==> src/hdl/utu_pkg.sv <==
package utu_pkg;

	// width of the count fields on the result side
	localparam int OUT_COUNT_W = 32;

	// depth of the command queue between front and back
	localparam int QUEUE_DEPTH = 4;
	localparam int QPTR_W      = $clog2(QUEUE_DEPTH);

	// one classified input word, as handed from front to back
	typedef struct packed {
		logic [3:0][7:0]         char_bytes;  // byte 0 goes out first
		logic [2:0]              nbytes;      // character bytes, 0 to 4
		logic                    term;        // append terminating zero byte
		logic [OUT_COUNT_W-1:0]  chars;       // character count snapshot
		logic [OUT_COUNT_W-1:0]  ascii;       // ascii prefix snapshot
	} cmd_t;

endpackage

==> src/hdl/utf16_to_utf8_transcoder_unit.sv <==
// UTF-16 to UTF-8 transcoder. Each word pushed is one UTF-16 code unit; each word popped
// is one UTF-8 byte with its flags and the character and leading-ASCII counts that hold
// after the unit that produced it. The front classifies a unit and updates the surrogate,
// halt and count state in the cycle it is pushed, then queues a command of up to four
// bytes plus an optional terminator in a four-entry queue. The back sends one byte per
// cycle through an output register while the result side pops; a unit makes
// no bytes when skipped or held, one for ASCII, two or three for other BMP units, four
// for a surrogate pair, one more with the terminator; that byte serializer sets the rate.
// A byte passes through a queue slot and then the output register before it shows.
module utf16_to_utf8_transcoder_unit #(
	parameter int COUNT_WIDTH = 32
) (
	input  logic                            clk,
	input  logic                            arst_n,
	input  logic                            push,
	output logic                            full,
	input  logic [15:0]                     code_unit,
	input  logic                            end_of_input,
	output logic                            empty,
	input  logic                            pop,
	output logic [7:0]                      out_byte,
	output logic                            run_last,
	output logic                            string_end,
	output logic [utu_pkg::OUT_COUNT_W-1:0] chars_total,
	output logic [utu_pkg::OUT_COUNT_W-1:0] ascii_run
);
	import utu_pkg::*;

	logic accept;
	logic cmd_valid;
	cmd_t cmd;
	cmd_t head;
	logic head_empty;
	logic head_pop;

	assign accept = push && !full;

	// classify and count
	utu_front #(
		.COUNT_WIDTH(COUNT_WIDTH)
	) u_front (
		.clk         (clk),
		.arst_n      (arst_n),
		.accept      (accept),
		.code_unit   (code_unit),
		.end_of_input(end_of_input),
		.cmd_valid   (cmd_valid),
		.cmd         (cmd)
	);

	// commands waiting for the serializer
	utu_queue u_queue (
		.clk   (clk),
		.arst_n(arst_n),
		.wr_en (cmd_valid),
		.wr_cmd(cmd),
		.full  (full),
		.rd_en (head_pop),
		.rd_cmd(head),
		.empty (head_empty)
	);

	// byte serializer
	utu_back u_back (
		.clk        (clk),
		.arst_n     (arst_n),
		.head       (head),
		.head_empty (head_empty),
		.head_pop   (head_pop),
		.empty      (empty),
		.pop        (pop),
		.out_byte   (out_byte),
		.run_last   (run_last),
		.string_end (string_end),
		.chars_total(chars_total),
		.ascii_run  (ascii_run)
	);

endmodule

==> src/hdl/utu_front.sv <==
module utu_front #(
	parameter int COUNT_WIDTH = 32
) (
	input  logic          clk,
	input  logic          arst_n,
	input  logic          accept,
	input  logic [15:0]   code_unit,
	input  logic          end_of_input,
	output logic          cmd_valid,
	output utu_pkg::cmd_t cmd
);
	import utu_pkg::*;

	localparam logic [5:0]  LEAD_TAG       = 6'b110110;
	localparam logic [5:0]  TRAIL_TAG      = 6'b110111;
	localparam logic [15:0] BOM_UNIT       = 16'hFEFF;
	localparam logic [15:0] NONCHAR_FFFE   = 16'hFFFE;
	localparam logic [15:0] NONCHAR_FFFF   = 16'hFFFF;
	localparam logic [15:0] TWO_BYTE_MIN   = 16'h0080;
	localparam logic [15:0] THREE_BYTE_MIN = 16'h0800;
	localparam logic [20:0] SUPP_BASE      = 21'h10000;
	localparam logic [COUNT_WIDTH-1:0] CNT_ONE = {{(COUNT_WIDTH-1){1'b0}}, 1'b1};

	logic [9:0]             held_lead_q;
	logic                   lead_valid_q;
	logic                   halted_q;
	logic [COUNT_WIDTH-1:0] chars_q;
	logic [COUNT_WIDTH-1:0] ascii_q;

	logic [9:0]             held_lead_d;
	logic                   lead_valid_d;
	logic                   halted_d;
	logic [COUNT_WIDTH-1:0] chars_d;
	logic [COUNT_WIDTH-1:0] ascii_d;

	logic                   is_lead;
	logic                   is_trail;
	logic                   is_skip;
	logic [20:0]            cp;
	logic                   count_en;
	logic                   count_ascii;
	logic [COUNT_WIDTH-1:0] chars_inc;
	logic [COUNT_WIDTH-1:0] ascii_inc;
	logic [COUNT_WIDTH+OUT_COUNT_W-1:0] chars_ext;
	logic [COUNT_WIDTH+OUT_COUNT_W-1:0] ascii_ext;
	logic [3:0][7:0]        char_bytes;
	logic [2:0]             nbytes;
	logic                   term;

	// unit classification
	assign is_lead  = (code_unit[15:10] == LEAD_TAG);
	assign is_trail = (code_unit[15:10] == TRAIL_TAG);
	assign is_skip  = is_trail || (code_unit == BOM_UNIT) ||
		(code_unit == NONCHAR_FFFE) || (code_unit == NONCHAR_FFFF);
	assign cp = {1'b0, held_lead_q, code_unit[9:0]} + SUPP_BASE;

	// saturating counter increments
	assign chars_inc = (&chars_q) ? chars_q : chars_q + CNT_ONE;
	assign ascii_inc = (&ascii_q) ? ascii_q : ascii_q + CNT_ONE;

	// next state and command for the word on the input
	always_comb begin
		held_lead_d  = held_lead_q;
		lead_valid_d = lead_valid_q;
		halted_d     = halted_q;
		count_en     = 1'b0;
		count_ascii  = 1'b0;
		char_bytes   = '0;
		nbytes       = 3'd0;
		term         = end_of_input;
		if (!halted_q) begin
			held_lead_d  = '0;
			lead_valid_d = 1'b0;
			if (lead_valid_q && is_trail) begin
				char_bytes[0] = {5'b11110, cp[20:18]};
				char_bytes[1] = {2'b10, cp[17:12]};
				char_bytes[2] = {2'b10, cp[11:6]};
				char_bytes[3] = {2'b10, cp[5:0]};
				nbytes        = 3'd4;
				count_en      = 1'b1;
			end else if (code_unit == '0) begin
				halted_d = 1'b1;
			end else if (is_skip) begin
				// skipped unit, only drops a held lead
			end else if (is_lead) begin
				held_lead_d  = code_unit[9:0];
				lead_valid_d = 1'b1;
			end else if (code_unit >= THREE_BYTE_MIN) begin
				char_bytes[0] = {4'b1110, code_unit[15:12]};
				char_bytes[1] = {2'b10, code_unit[11:6]};
				char_bytes[2] = {2'b10, code_unit[5:0]};
				nbytes        = 3'd3;
				count_en      = 1'b1;
			end else if (code_unit >= TWO_BYTE_MIN) begin
				char_bytes[0] = {3'b110, code_unit[10:6]};
				char_bytes[1] = {2'b10, code_unit[5:0]};
				nbytes        = 3'd2;
				count_en      = 1'b1;
			end else begin
				char_bytes[0] = {1'b0, code_unit[6:0]};
				nbytes        = 3'd1;
				count_en      = 1'b1;
				count_ascii   = 1'b1;
			end
		end
		if (end_of_input) begin
			held_lead_d  = '0;
			lead_valid_d = 1'b0;
			halted_d     = 1'b0;
		end
	end

	// counters after this word
	always_comb begin
		chars_d = chars_q;
		ascii_d = ascii_q;
		if (count_en) begin
			chars_d = chars_inc;
			if (count_ascii && (ascii_q == chars_q)) begin
				ascii_d = ascii_inc;
			end
		end
	end

	// snapshots trimmed or extended to the result width
	assign chars_ext = {{OUT_COUNT_W{1'b0}}, chars_d};
	assign ascii_ext = {{OUT_COUNT_W{1'b0}}, ascii_d};

	// command fields in struct order
	assign cmd = {char_bytes, nbytes, term,
		chars_ext[OUT_COUNT_W-1:0], ascii_ext[OUT_COUNT_W-1:0]};

	assign cmd_valid = accept && ((nbytes != 3'd0) || end_of_input);

	// conversion state
	always_ff @(posedge clk or negedge arst_n) begin
		if (!arst_n) begin
			held_lead_q  <= '0;
			lead_valid_q <= 1'b0;
			halted_q     <= 1'b0;
			chars_q      <= '0;
			ascii_q      <= '0;
		end else if (accept) begin
			held_lead_q  <= held_lead_d;
			lead_valid_q <= lead_valid_d;
			halted_q     <= halted_d;
			chars_q      <= chars_d;
			ascii_q      <= ascii_d;
		end
	end

endmodule

==> src/hdl/utu_queue.sv <==
module utu_queue (
	input  logic          clk,
	input  logic          arst_n,
	input  logic          wr_en,
	input  utu_pkg::cmd_t wr_cmd,
	output logic          full,
	input  logic          rd_en,
	output utu_pkg::cmd_t rd_cmd,
	output logic          empty
);
	import utu_pkg::*;

	localparam logic [QPTR_W:0] DEPTH_CNT = (QPTR_W+1)'(QUEUE_DEPTH);
	localparam logic [QPTR_W:0] CNT_ONE   = {{QPTR_W{1'b0}}, 1'b1};
	localparam logic [QPTR_W-1:0] PTR_ONE = {{(QPTR_W-1){1'b0}}, 1'b1};

	cmd_t              slot_q [QUEUE_DEPTH];
	logic [QPTR_W-1:0] wr_ptr_q;
	logic [QPTR_W-1:0] rd_ptr_q;
	logic [QPTR_W:0]   count_q;
	logic              do_wr;
	logic              do_rd;

	assign full   = (count_q == DEPTH_CNT);
	assign empty  = (count_q == '0);
	assign do_wr  = wr_en && !full;
	assign do_rd  = rd_en && !empty;
	assign rd_cmd = slot_q[rd_ptr_q];

	// command storage
	always_ff @(posedge clk) begin
		if (do_wr) begin
			slot_q[wr_ptr_q] <= wr_cmd;
		end
	end

	// pointers and fill level
	always_ff @(posedge clk or negedge arst_n) begin
		if (!arst_n) begin
			wr_ptr_q <= '0;
			rd_ptr_q <= '0;
			count_q  <= '0;
		end else begin
			if (do_wr) begin
				wr_ptr_q <= wr_ptr_q + PTR_ONE;
			end
			if (do_rd) begin
				rd_ptr_q <= rd_ptr_q + PTR_ONE;
			end
			if (do_wr && !do_rd) begin
				count_q <= count_q + CNT_ONE;
			end else if (do_rd && !do_wr) begin
				count_q <= count_q - CNT_ONE;
			end
		end
	end

endmodule

==> src/hdl/utu_back.sv <==
module utu_back (
	input  logic                            clk,
	input  logic                            arst_n,
	input  utu_pkg::cmd_t                   head,
	input  logic                            head_empty,
	output logic                            head_pop,
	output logic                            empty,
	input  logic                            pop,
	output logic [7:0]                      out_byte,
	output logic                            run_last,
	output logic                            string_end,
	output logic [utu_pkg::OUT_COUNT_W-1:0] chars_total,
	output logic [utu_pkg::OUT_COUNT_W-1:0] ascii_run
);
	import utu_pkg::*;

	logic [2:0]             idx_q;
	logic                   out_valid_q;
	logic [7:0]             byte_q;
	logic                   last_q;
	logic                   end_q;
	logic [OUT_COUNT_W-1:0] chars_q;
	logic [OUT_COUNT_W-1:0] ascii_q;

	logic       load;
	logic [2:0] total;
	logic       is_last;
	logic       is_term;
	logic [7:0] next_byte;

	// pick the byte of the head command at the current index
	assign total     = head.nbytes + {2'b00, head.term};
	assign is_last   = (idx_q == total - 3'd1);
	assign is_term   = (idx_q >= head.nbytes);
	assign next_byte = is_term ? 8'h00 : head.char_bytes[idx_q[1:0]];

	assign load     = !head_empty && (!out_valid_q || pop);
	assign head_pop = load && is_last;

	// byte index within the head command
	always_ff @(posedge clk or negedge arst_n) begin
		if (!arst_n) begin
			idx_q <= '0;
		end else if (load) begin
			idx_q <= is_last ? 3'd0 : idx_q + 3'd1;
		end
	end

	// output word register
	always_ff @(posedge clk or negedge arst_n) begin
		if (!arst_n) begin
			out_valid_q <= 1'b0;
		end else if (load) begin
			out_valid_q <= 1'b1;
		end else if (pop) begin
			out_valid_q <= 1'b0;
		end
	end

	always_ff @(posedge clk) begin
		if (load) begin
			byte_q  <= next_byte;
			last_q  <= is_last;
			end_q   <= is_term;
			chars_q <= head.chars;
			ascii_q <= head.ascii;
		end
	end

	assign empty       = !out_valid_q;
	assign out_byte    = byte_q;
	assign run_last    = last_q;
	assign string_end  = end_q;
	assign chars_total = chars_q;
	assign ascii_run   = ascii_q;

endmodule

==> config.mk <==
export PLATFORM = sky130hd
export DESIGN_NAME = utf16_to_utf8_transcoder_unit
export DESIGN_NICKNAME = d
export VERILOG_FILES = /design/src/hdl/utu_pkg.sv /design/src/hdl/utf16_to_utf8_transcoder_unit.sv /design/src/hdl/utu_front.sv /design/src/hdl/utu_queue.sv /design/src/hdl/utu_back.sv
export SDC_FILE = /design/constraint.sdc
export NUM_CORES = 1
export LEC_CHECK = 0
export BUFFER_PORTS_ARGS = -buffer_cell sky130_fd_sc_hd__buf_2
export CELL_PAD_IN_SITES_DETAIL_PLACEMENT = 1
export CELL_PAD_IN_SITES_GLOBAL_PLACEMENT = 2
export CORE_ASPECT_RATIO = 1.75
export CORE_MARGIN = 2
export CORE_UTILIZATION = 47
export DETAILED_ROUTE_END_ITERATION = 16
export PLACE_DENSITY_LB_ADDON = 0.1
export REMOVE_ABC_BUFFERS = 1
export SETUP_SLACK_MARGIN = 0.05
export SYNTH_ARGS = -nofsm -noshare
export SYNTH_HDL_FRONTEND = slang
export SYNTH_SLANG_ARGS = --single-unit
==> constraint.sdc <==
create_clock -name clk -period 8.9 [get_ports clk]
set_clock_uncertainty 0.15 [all_clocks]
set_input_delay 0.445 -clock clk [delete_from_list [all_inputs] [get_ports clk]]
set_output_delay 0.445 -clock clk [all_outputs]
set_load 0.01 [all_outputs]
==> flow_summary.toml, run 1 <==
[status]
status = "completed"

[die]
die_h_um = 295
initial_core_util = 0.475
fp.dieArea_um2 = 50100
io_pins = 97
core_um2 = 47700
die_w_um = 170
fp-row-count = 106

[critical_path]
r2r_end = "u_queue.count_q[1]"
path_cells = "mux4_2 > inv_1 > ha_1 > ha_1 > xnor2_1 > nor3_1 > nand2_1 > ha_1 > inv_1 > fa_1 > mux2_2"
crit_required_ps = 9210
cpPeakStageDelay_ps = 850
cp-endpoint = "u_queue.count_q[1]"
critPathCaptureType = "flip-flop"
crit_start = "u_queue.rd_ptr_q[0]"
reg2reg_depth = 11
critPathKind = "flip-flop to flip-flop"
arrival_ps = 4490
crit_path_start_kind = "flip-flop"
r2r_setup_slack_ps = 4720
r2r-start = "u_queue.rd_ptr_q[0]"
crit_fanout = 32
crit_slowest_cell = "dfrtp_4"
worst_path_most_repeated_cell = "ha_1"

[sta]
relSlewSlack = 0.174
hold_viol = 0
setup_viol = 0
max_clock_freq_mhz = 239
period_needed_ps = 4180
period_share = 0.470
tns_ps = 0
worstMarginPinSlew_ps = 1230
maxSlewViolCount = 0
grt_setup_unrepaired = "false"

[drt]
wl_per_cell_um = 26.2
vias = 11708
via_per_inst = 5.73
first_pass_iters = 5
drc = 0
ant_nets = 0
wirelength_mm = 53.6
drt_iter0_markers = 707

[synth]
synth.most_common_cell = "edfxtp_1"
muxShareOfSynthArea = 0.104
synth-xor-area-share = 0.0649
synth_ff_type = "edfxtp_1"
ys_warn_count = 0
synth_compound_area_frac = 0.0190
synth_fa_ha_area_frac = 0.00861
yosys_register_bits = 541
synth-edff-count = 454
synth_cells = 1331
yosys.cell_types.count = 61
synthArstFlopShare = 0.161
synthSimpleGateAreaFrac = 0.0859
ys_seq_area_frac = 0.697
syn_area_per_cell_um2 = 17.0
synth_top_family_by_area = "multiplexers"
synth_top_area_cell = "edfxtp_1"
synth_top_area_share = 0.601
yosys-top-cells-area = "edfxtp_1 60%, mux4_2 10%, dfrtp_1 9.6%"
synth_common_cells = "454 x edfxtp_1, 109 x xor2_1, 101 x mux4_2"
syn_area_um2 = 22700

[clock_tree]
cts_buffers = 48
clockBufferDepth = 3
cts_tree = "yes"
root_buffer = "clkbuf_16"
cts.sinks = 541
clock_latency_ps = 570
cts_resized = 0
htreeDepth = 2
clk_pin_slew_ps = 70

[placement]
gp_congestion = 0.812
hpwl_mm = 35.9
portBuffers = 96

[power_and_ir_drop]
pwr-share-comb = 0.232
leakage_uw = 0.00909
max-vdd-ir-drop_uv = 199
clockPowerShare = 0.273
p_int_uw = 5470
p_sw_frac = 0.289
p_seq_frac = 0.494
power.switching_uw = 2220
p_per_area_nw_per_um2 = 304

[global_routing]
grt_pass1_vias = 12786
gr-max-usage-layer = "met2"
grtUsageMet2 = 0.404
grt_util_met1 = 0.259
grt_max_degree = 66
antenna_found_initial = 0
grtUsageMet3 = 0.0234
grt_overflow_total = 0
grt_usage = 0.220
grt_pass1_wl_mm = 81.2

[worst_hold_path]
hp-start = "code_unit[3]"
hold_path_class = "primary input to flip-flop"

[finish]
utilization = 0.529
syn_to_final_growth_pct = 11.4
num_antenna_cells = 0
drive_gt1_frac = 0.232
regArea_um2 = 15800
final_nets = 1447
fillerInstances = 4375
multi_input_area_um2 = 6420

[job]
drv_cap = 0
[sequential cells by signal, summed over array words and instances (netlist names), 8 cells and up]
register and count:
u_front.chars_q 32, u_back.out_byte 8, u_front.ascii_q 32, u_back.ascii_run 32, u_queue.slot_q 380, u_back.chars_total 32, u_front.held_lead_q 10
[worst max-delay path, delay by kind of cell (launching register included)]
family,cells,cell delay [ps]
and+or+nand+nor,2,850
adders and majority gates,4,1050
DFF,1,850
buffers and inverters,2,150
muxes,2,870
xor gates and xnor gates,1,140
[routing by layer]
| layer | vias to the layer above | share of wire |
|---|---|---|
| met1 | 6130 | 0.38 |
| met4 | 0 | 0.047 |
| li1 | 5264 | - |
| met5 | - | 0 |
| met3 | 99 | 0.026 |
| met2 | 215 | 0.55 |
[how the worst min path moves through the flow]
stage / slack, ps / end / cells past startpoint
global placement: 250 / u_front.held_lead_q[2] / 1
global route: 70 / u_front.held_lead_q[1] / 2
floorplan: -0.6 / u_back.idx_q[0] / 0
finish: 70 / u_front.held_lead_q[3] / 2
CTS: 40 / u_front.held_lead_q[3] / 2
detailed placement: 250 / u_front.held_lead_q[2] / 1
[through the flow]
step                      cell area [µm²]  power [µW]  setup WS, ps  cells  hold slack [ps]
final                               25300        7690          4720   2045             66.1
after global routing                25300        8060          4390   2045             67.5
after CTS                           25300        7840          4650   2045             37.3
after detailed placement            23700        5720          4600   1953              250
after global placement              23700        5650          4680   1953              246
after floorplan                     22300        5060          1920   1243           -0.591
[power groups by stage]
stage	Combinational (µW)	Sequential, µW	Clock [µW]
6_report	1790	3800	2100
2_1_floorplan	1090	3970	0
3_5_place_dp	1850	3870	0
4_1_cts	1860	3820	2160
3_3_place_gp	1820	3830	0
5_1_grt	1950	3870	2240
[repair_timing]
item / in CTS / in global routing
hold buffers: 2 / 0
setup buffers: 0 / 0
setup endpoints to repair: 0 / 0
hold endpoints to repair: 23 / 0
[cells by family after synthesis]
logic type      count (synthesis)
xor+xnor                      168
compound gates                 60
buf+inv                       104
simple gates                  335
mux                           108
fa+ha+maj                      15
flops                         541
[cells in the final DEF (no fill, tap or decap), types with 5 or more instances in the layout]
cell type / count
xnor2_1: 59
nor3_1: 31
clkbuf_1: 16
o21ai_0: 10
nor2b_1: 9
a22o_1: 16
clkinv_2: 5
nor2_1: 53
and3_1: 24
ha_1: 14
and4_1: 5
inv_1: 14
clkbuf_16: 49
mux4_2: 101
buf_4: 21
clkinv_1: 7
dfrtp_1: 85
and2_1: 17
nand4_1: 26
nand2b_1: 5
buf_2: 95
nor4_2: 16
o22ai_1: 5
edfxtp_1: 454
xor2_1: 109
nand3_1: 53
nor4_1: 19
bufinv_16: 5
a21oi_1: 11
nand2_1: 45
[cell type report]
type / count / area share
flip-flops and latches: 541 / 0.626
multi-input cells: 686 / 0.254
clock buffers: 68 / 0.0525
well taps: 594 / 0.0294
repair buffers: 118 / 0.0258
clock inverters: 22 / 0.00990
inverters: 16 / 0.00238
(Power assumes the default switching activity.)
==> run 2: changes to the inputs <==
--- a/config.mk
+++ b/config.mk
@@ -10,7 +10,7 @@
 export CELL_PAD_IN_SITES_GLOBAL_PLACEMENT = 2
 export CORE_ASPECT_RATIO = 1.75
 export CORE_MARGIN = 2
-export CORE_UTILIZATION = 47
+export CORE_UTILIZATION = 42
 export DETAILED_ROUTE_END_ITERATION = 16
 export PLACE_DENSITY_LB_ADDON = 0.1
 export REMOVE_ABC_BUFFERS = 1
==> constraint.sdc (replaced) <==
create_clock -name clk -period 3.7 [get_ports clk]
set_clock_uncertainty 0.15 [all_clocks]
set_input_delay 0.185 -clock clk [delete_from_list [all_inputs] [get_ports clk]]
set_output_delay 0.185 -clock clk [all_outputs]
set_load 0.01 [all_outputs]
==> run 2 against run 1 <==
  * Cell count up 6.6%
  * Sequential power up 130%
  * Die area up 12%
  * Critical path depth up 1
  * Clock-buffer cell count down 2
  * Flip-flop and latch count unchanged
  * First-iteration DRC count down 0.57%
  * Wire length up 1.9%
  * Global-route usage down 2.0 points
  * Maximum frequency up 24%
  * Non-clock buffer count up 41
==> flow_summary.toml, run 2 (synthesis gave the netlist of run 1 again) <==
[finish]
num_antenna_cells = 0
largest_reg_flops = 380
syn_to_final_growth_pct = 14.4
final_cell_mix = "454 x edfxtp_1, 109 x xor2_1, 101 x mux4_2, 95 x buf_2, 85 x dfrtp_1"
layout_commonest_cell = "edfxtp_1"
utilization = 0.486
drive_gt1_frac = 0.248
final_cells = 2179
final_nets = 1490
top_register = "u_queue.slot_q"

[placement]
gp_congestion = 0.800
portBuffers = 96
hpwl_mm = 36.7
dp_cells = 2072

[drt]
vias = 11882
wirelength_mm = 54.6
drc = 0
drt_iter0_markers = 703
ant_nets = 0
via_per_inst = 5.45
wl_per_cell_um = 25.1
first_pass_iters = 5

[status]
status = "completed"

[clock_tree]
cts_tree = "yes"
cts.sinks = 541
clock_latency_ps = 590
clockBufferDepth = 3
root_buffer = "clkbuf_16"
clk_pin_slew_ps = 60
htreeDepth = 2
cts_buffers = 50

[global_routing]
grt_pass1_vias = 13402
grt_usage = 0.200
antenna_found_initial = 0
grt_overflow_total = 0
grt_pass1_wl_mm = 84.8
grt_max_degree = 58

[critical_path]
crit_start = "u_queue.rd_ptr_q[0]"
r2r_setup_slack_ps = 330
arrival_ps = 3690
critPathCaptureType = "flip-flop"
crit_path_start_kind = "flip-flop"
critPathKind = "flip-flop to flip-flop"
worst_path_most_repeated_cell = "ha_1"
crit_fanout = 7
r2r-start = "u_queue.rd_ptr_q[0]"
reg2reg_depth = 12
r2r_end = "u_queue.count_q[1]"
cpPeakStageDelay_ps = 530
crit_required_ps = 4020
path_cells = "mux4_2 > inv_1 > ha_1 > ha_1 > xnor2_1 > nor3_1 > buf_4 > nand2_1 > ha_1 > inv_1 > fa_1 > mux2_2"
crit_slowest_cell = "mux4_2"
path_delay_family = "adder cells"
crit_buf_inv = 3

[die]
io_pins = 97
fp.dieArea_um2 = 55900
fp-row-count = 112
die_h_um = 311
initial_core_util = 0.425
core_um2 = 53400
die_w_um = 180

[sta]
max_clock_freq_mhz = 297
worstMarginPinSlew_ps = 1010
setup_viol = 0
grt_setup_unrepaired = "false"
period_share = 0.911
tns_ps = 0
hold_viol = 0
period_needed_ps = 3370
relSlewSlack = 0.327
maxSlewViolCount = 0

[worst_hold_path]
hold_path_class = "primary input to asynchronous set/reset pin"

[power_and_ir_drop]
p_per_area_nw_per_um2 = 728
max-vdd-ir-drop_uv = 513
leakage_uw = 0.00938

[job]
drv_cap = 0
run 2: worst reg2reg max path, cell delays in order, from the launching register on:
cell and delay, ps:
dfrtp_4 480, mux4_2 530, inv_1 70, ha_1 150, ha_1 240, xnor2_1 130
nor3_1 200, buf_4 190, nand2_1 110, ha_1 250, inv_1 70, fa_1 400
mux2_2 270
run 2: where the power goes:
| part | internal [µW] | switching, µW | leakage, µW |
|---|---|---|---|
| sequential | 8380 | 538 | 0.00534 |
| clock | 2990 | 2270 | 0.000810 |
| combinational | 2030 | 2680 | 0.00323 |
run 2: how the worst max path moves through the flow:
stage,end,slack [ps],depth (start not counted)
floorplan,u_queue.count_q[1],-3280,11
global placement,u_queue.count_q[1],400,12
detailed placement,u_queue.count_q[1],340,12
CTS,u_queue.count_q[1],320,12
global route,u_queue.count_q[2],160,15
finish,u_queue.count_q[1],330,12
run 2: routing by layer:
layer,up-vias,wire (µm),global-route usage
li1,5361,-,-
met4,0,1820,0.0682
met2,155,30900,0.385
met1,6282,20800,0.229
met3,84,1130,0.0205
met5,-,0,0
run 2: metrics by stage:
step | hold slack (ps) | power [µW] | area (µm²) | setup slack [ps]
6_report | 49.5 | 18900 | 25900 | 328
5_1_grt | 56.4 | 19800 | 25900 | 164
4_1_cts | 30.4 | 19300 | 25900 | 318
3_5_place_dp | 154 | 13900 | 24100 | 336
3_3_place_gp | 142 | 13800 | 24100 | 401
2_1_floorplan | -261 | 12200 | 22300 | -3280
run 2: timing repair:
item | 4_1_cts | 5_1_grt
gates resized for setup | 0 | 0
buffers inserted | 0 | 0
hold buffers | 14 | 0
endpoints found under the hold margin | 90 | 0
run 2: cell type report:
class	count	area [µm²]
Multi-Input combinational cell	686	6420
Tap cell	684	856
Sequential cell	541	15800
Fill cell	5041	27500
Timing Repair Buffer	159	1130
Inverter	16	60.1
Clock inverter	27	273
Clock buffer	66	1380
==> run 3: changes to the inputs <==
--- a/config.mk
+++ b/config.mk
@@ -8,10 +8,10 @@
 export BUFFER_PORTS_ARGS = -buffer_cell sky130_fd_sc_hd__buf_2
 export CELL_PAD_IN_SITES_DETAIL_PLACEMENT = 1
 export CELL_PAD_IN_SITES_GLOBAL_PLACEMENT = 2
-export CORE_ASPECT_RATIO = 1.75
 export CORE_MARGIN = 2
 export CORE_UTILIZATION = 42
 export DETAILED_ROUTE_END_ITERATION = 16
+export HOLD_SLACK_MARGIN = 0.05
 export PLACE_DENSITY_LB_ADDON = 0.1
 export REMOVE_ABC_BUFFERS = 1
 export SETUP_SLACK_MARGIN = 0.05
==> run 3 against run 2 <==
  * Final area rose by 1.3%
  * Combinational power fell by 0.8%
  * Total power increased by 2.7%
  * Sequential share of layout area is 0.81 points lower
  * First-iteration DRC count up 6.8%
  * Utilization grew 0.46 points
  * Maximum frequency increased by 0.71%
  * Largest cell class unchanged
==> flow_summary.toml, run 3 (synthesis gave the netlist of run 1 again) <==
[drt]
ant_nets = 0
vias = 11991
drc = 0
via_per_inst = 5.43
first_pass_iters = 4
wl_per_cell_um = 23.8
wirelength_mm = 52.7
drt_iter0_markers = 751

[clock_tree]
post_cts_buffers = 0
clock_latency_ps = 600
cts_tree = "yes"
root_buffer = "clkbuf_16"
clk_pin_slew_ps = 60
htreeDepth = 2
clockBufferDepth = 3
cts_buffers = 56
cts.sinks = 541

[sta]
tns_ps = 0
worstMarginPinSlew_ps = 859
max_clock_freq_mhz = 299
maxSlewViolCount = 0
period_needed_ps = 3350
period_share = 0.905
grt_setup_unrepaired = "false"
hold_viol = 0
setup_viol = 0
relSlewSlack = 0.427
setup_ws_ps = 352

[finish]
drive_gt1_frac = 0.253
utilization = 0.490
top_register = "u_queue.slot_q"
layout_commonest_cell = "edfxtp_1"
final_cell_mix = "454 x edfxtp_1, 109 x xor2_1, 101 x mux4_2, 95 x buf_2, 85 x dfrtp_1"
final_nets = 1503
syn_to_final_growth_pct = 15.9
num_antenna_cells = 0
final_cells = 2210
largest_reg_flops = 380

[critical_path]
path_delay_family = "adder cells"
crit_required_ps = 4030
worst_path_most_repeated_cell = "ha_1"
path_cells = "mux4_2 > inv_1 > ha_1 > ha_1 > xnor2_1 > nor3_1 > nand2_1 > ha_1 > inv_1 > fa_1 > mux2_2"
r2r_setup_slack_ps = 350
arrival_ps = 3670
crit_buf_inv = 2
crit_slowest_cell = "mux4_2"
reg2reg_depth = 11
crit_path_start_kind = "flip-flop"
cp.depth = 11
cpPeakStageDelay_ps = 530
critPathCaptureType = "flip-flop"
critPathKind = "flip-flop to flip-flop"
crit_fanout = 7

[power_and_ir_drop]
power_uw = 19400
max-vdd-ir-drop_uv = 386
p_per_area_nw_per_um2 = 738
leakage_uw = 0.00954

[placement]
dp_cells = 2083
hpwl_mm = 33.7
portBuffers = 96
gp_congestion = 0.805
dpl_worst_slack_ps = 345

[global_routing]
grt_pass1_wl_mm = 82.6
grt_pass1_vias = 12949
antenna_found_initial = 0
grt_overflow_total = 0
grt_usage = 0.194
grt_max_degree = 81

[die]
io_pins = 97
fp.dieArea_um2 = 55900
core_um2 = 53600
die_h_um = 236
initial_core_util = 0.423
die_w_um = 236
fp-row-count = 85

[job]
drv_cap = 0

[status]
status = "completed"

[worst_hold_path]
hold_path_class = "primary input to asynchronous set/reset pin"
==> run 3: cell count changes in the layout (fill, tap and decap cells not counted), sizes merged <==
cell,change
clkbuf,+10
bufinv,+3
clkinvlp,+1
dlygate4sd3,+8
inv,-2
buf,-1
==> run 3: worst reg2reg max path: cells and delay by family (launching register included) <==
| family | cells | cell delay (ps) |
|---|---|---|
| multiplexers | 2 | 790 |
| flip-flops | 1 | 480 |
| buffers and inverters | 2 | 150 |
| XOR/XNOR | 1 | 120 |
| adder cells (fa/ha/maj) | 4 | 1010 |
| AND/OR/NAND/NOR | 2 | 520 |
==> run 3: layout make-up <==
type,count,area [µm²]
clock buffer,76,1550
clock inverter,29,370
fill,5106,27300
inverter,16,60.1
multi-input combinational,686,6420
sequential,541,15800
tap,696,871
timing repair buffer,166,1200
==> run 3: worst paths after layout <==
| kind | endpoint | from |
|---|---|---|
| worst max-delay path | u_queue.count_q[1] | u_queue.rd_ptr_q[0] |
| worst min-delay path | u_front.held_lead_q[0] | arst_n |
| worst max register to register | u_queue.count_q[1] | u_queue.rd_ptr_q[0] |
| worst min register to register | u_queue.count_q[2] | u_queue.count_q[2] |
| max in group asynchronous | u_front.chars_q[18] | arst_n |
| min in group clk | u_queue.slot_q[2][69] | code_unit[13] |
==> run 3: power breakdown <==
group	internal (µW)	total [µW]	leakage (µW)	switching, µW
clock network	3490	5830	0.000934	2340
registers	8380	8890	0.00534	506
logic	2030	4680	0.00327	2640
total	13900	19400	0.00954	5490
==> run 3: routing by layer <==
metal	routed length (µm)	global-route usage	vias to the layer above
li1	-	-	5395
met3	1450	0.0283	59
met1	24300	0.275	6382
met2	26100	0.319	155
met4	898	0.0462	0
met5	0	0	-
==> run 3: through the flow <==
stage / hold slack, ps / cell area, µm²
final: 76.9 / 26300
after global placement: 189 / 24200
after CTS: 89.6 / 26300
after global routing: 116 / 26300
after floorplan: -261 / 22300
after detailed placement: 190 / 24200
==> run 3: what timing repair did <==
action,in CTS,in global routing
gates resized for setup,0,0
hold buffers,22,0
hold endpoints to repair,139,0
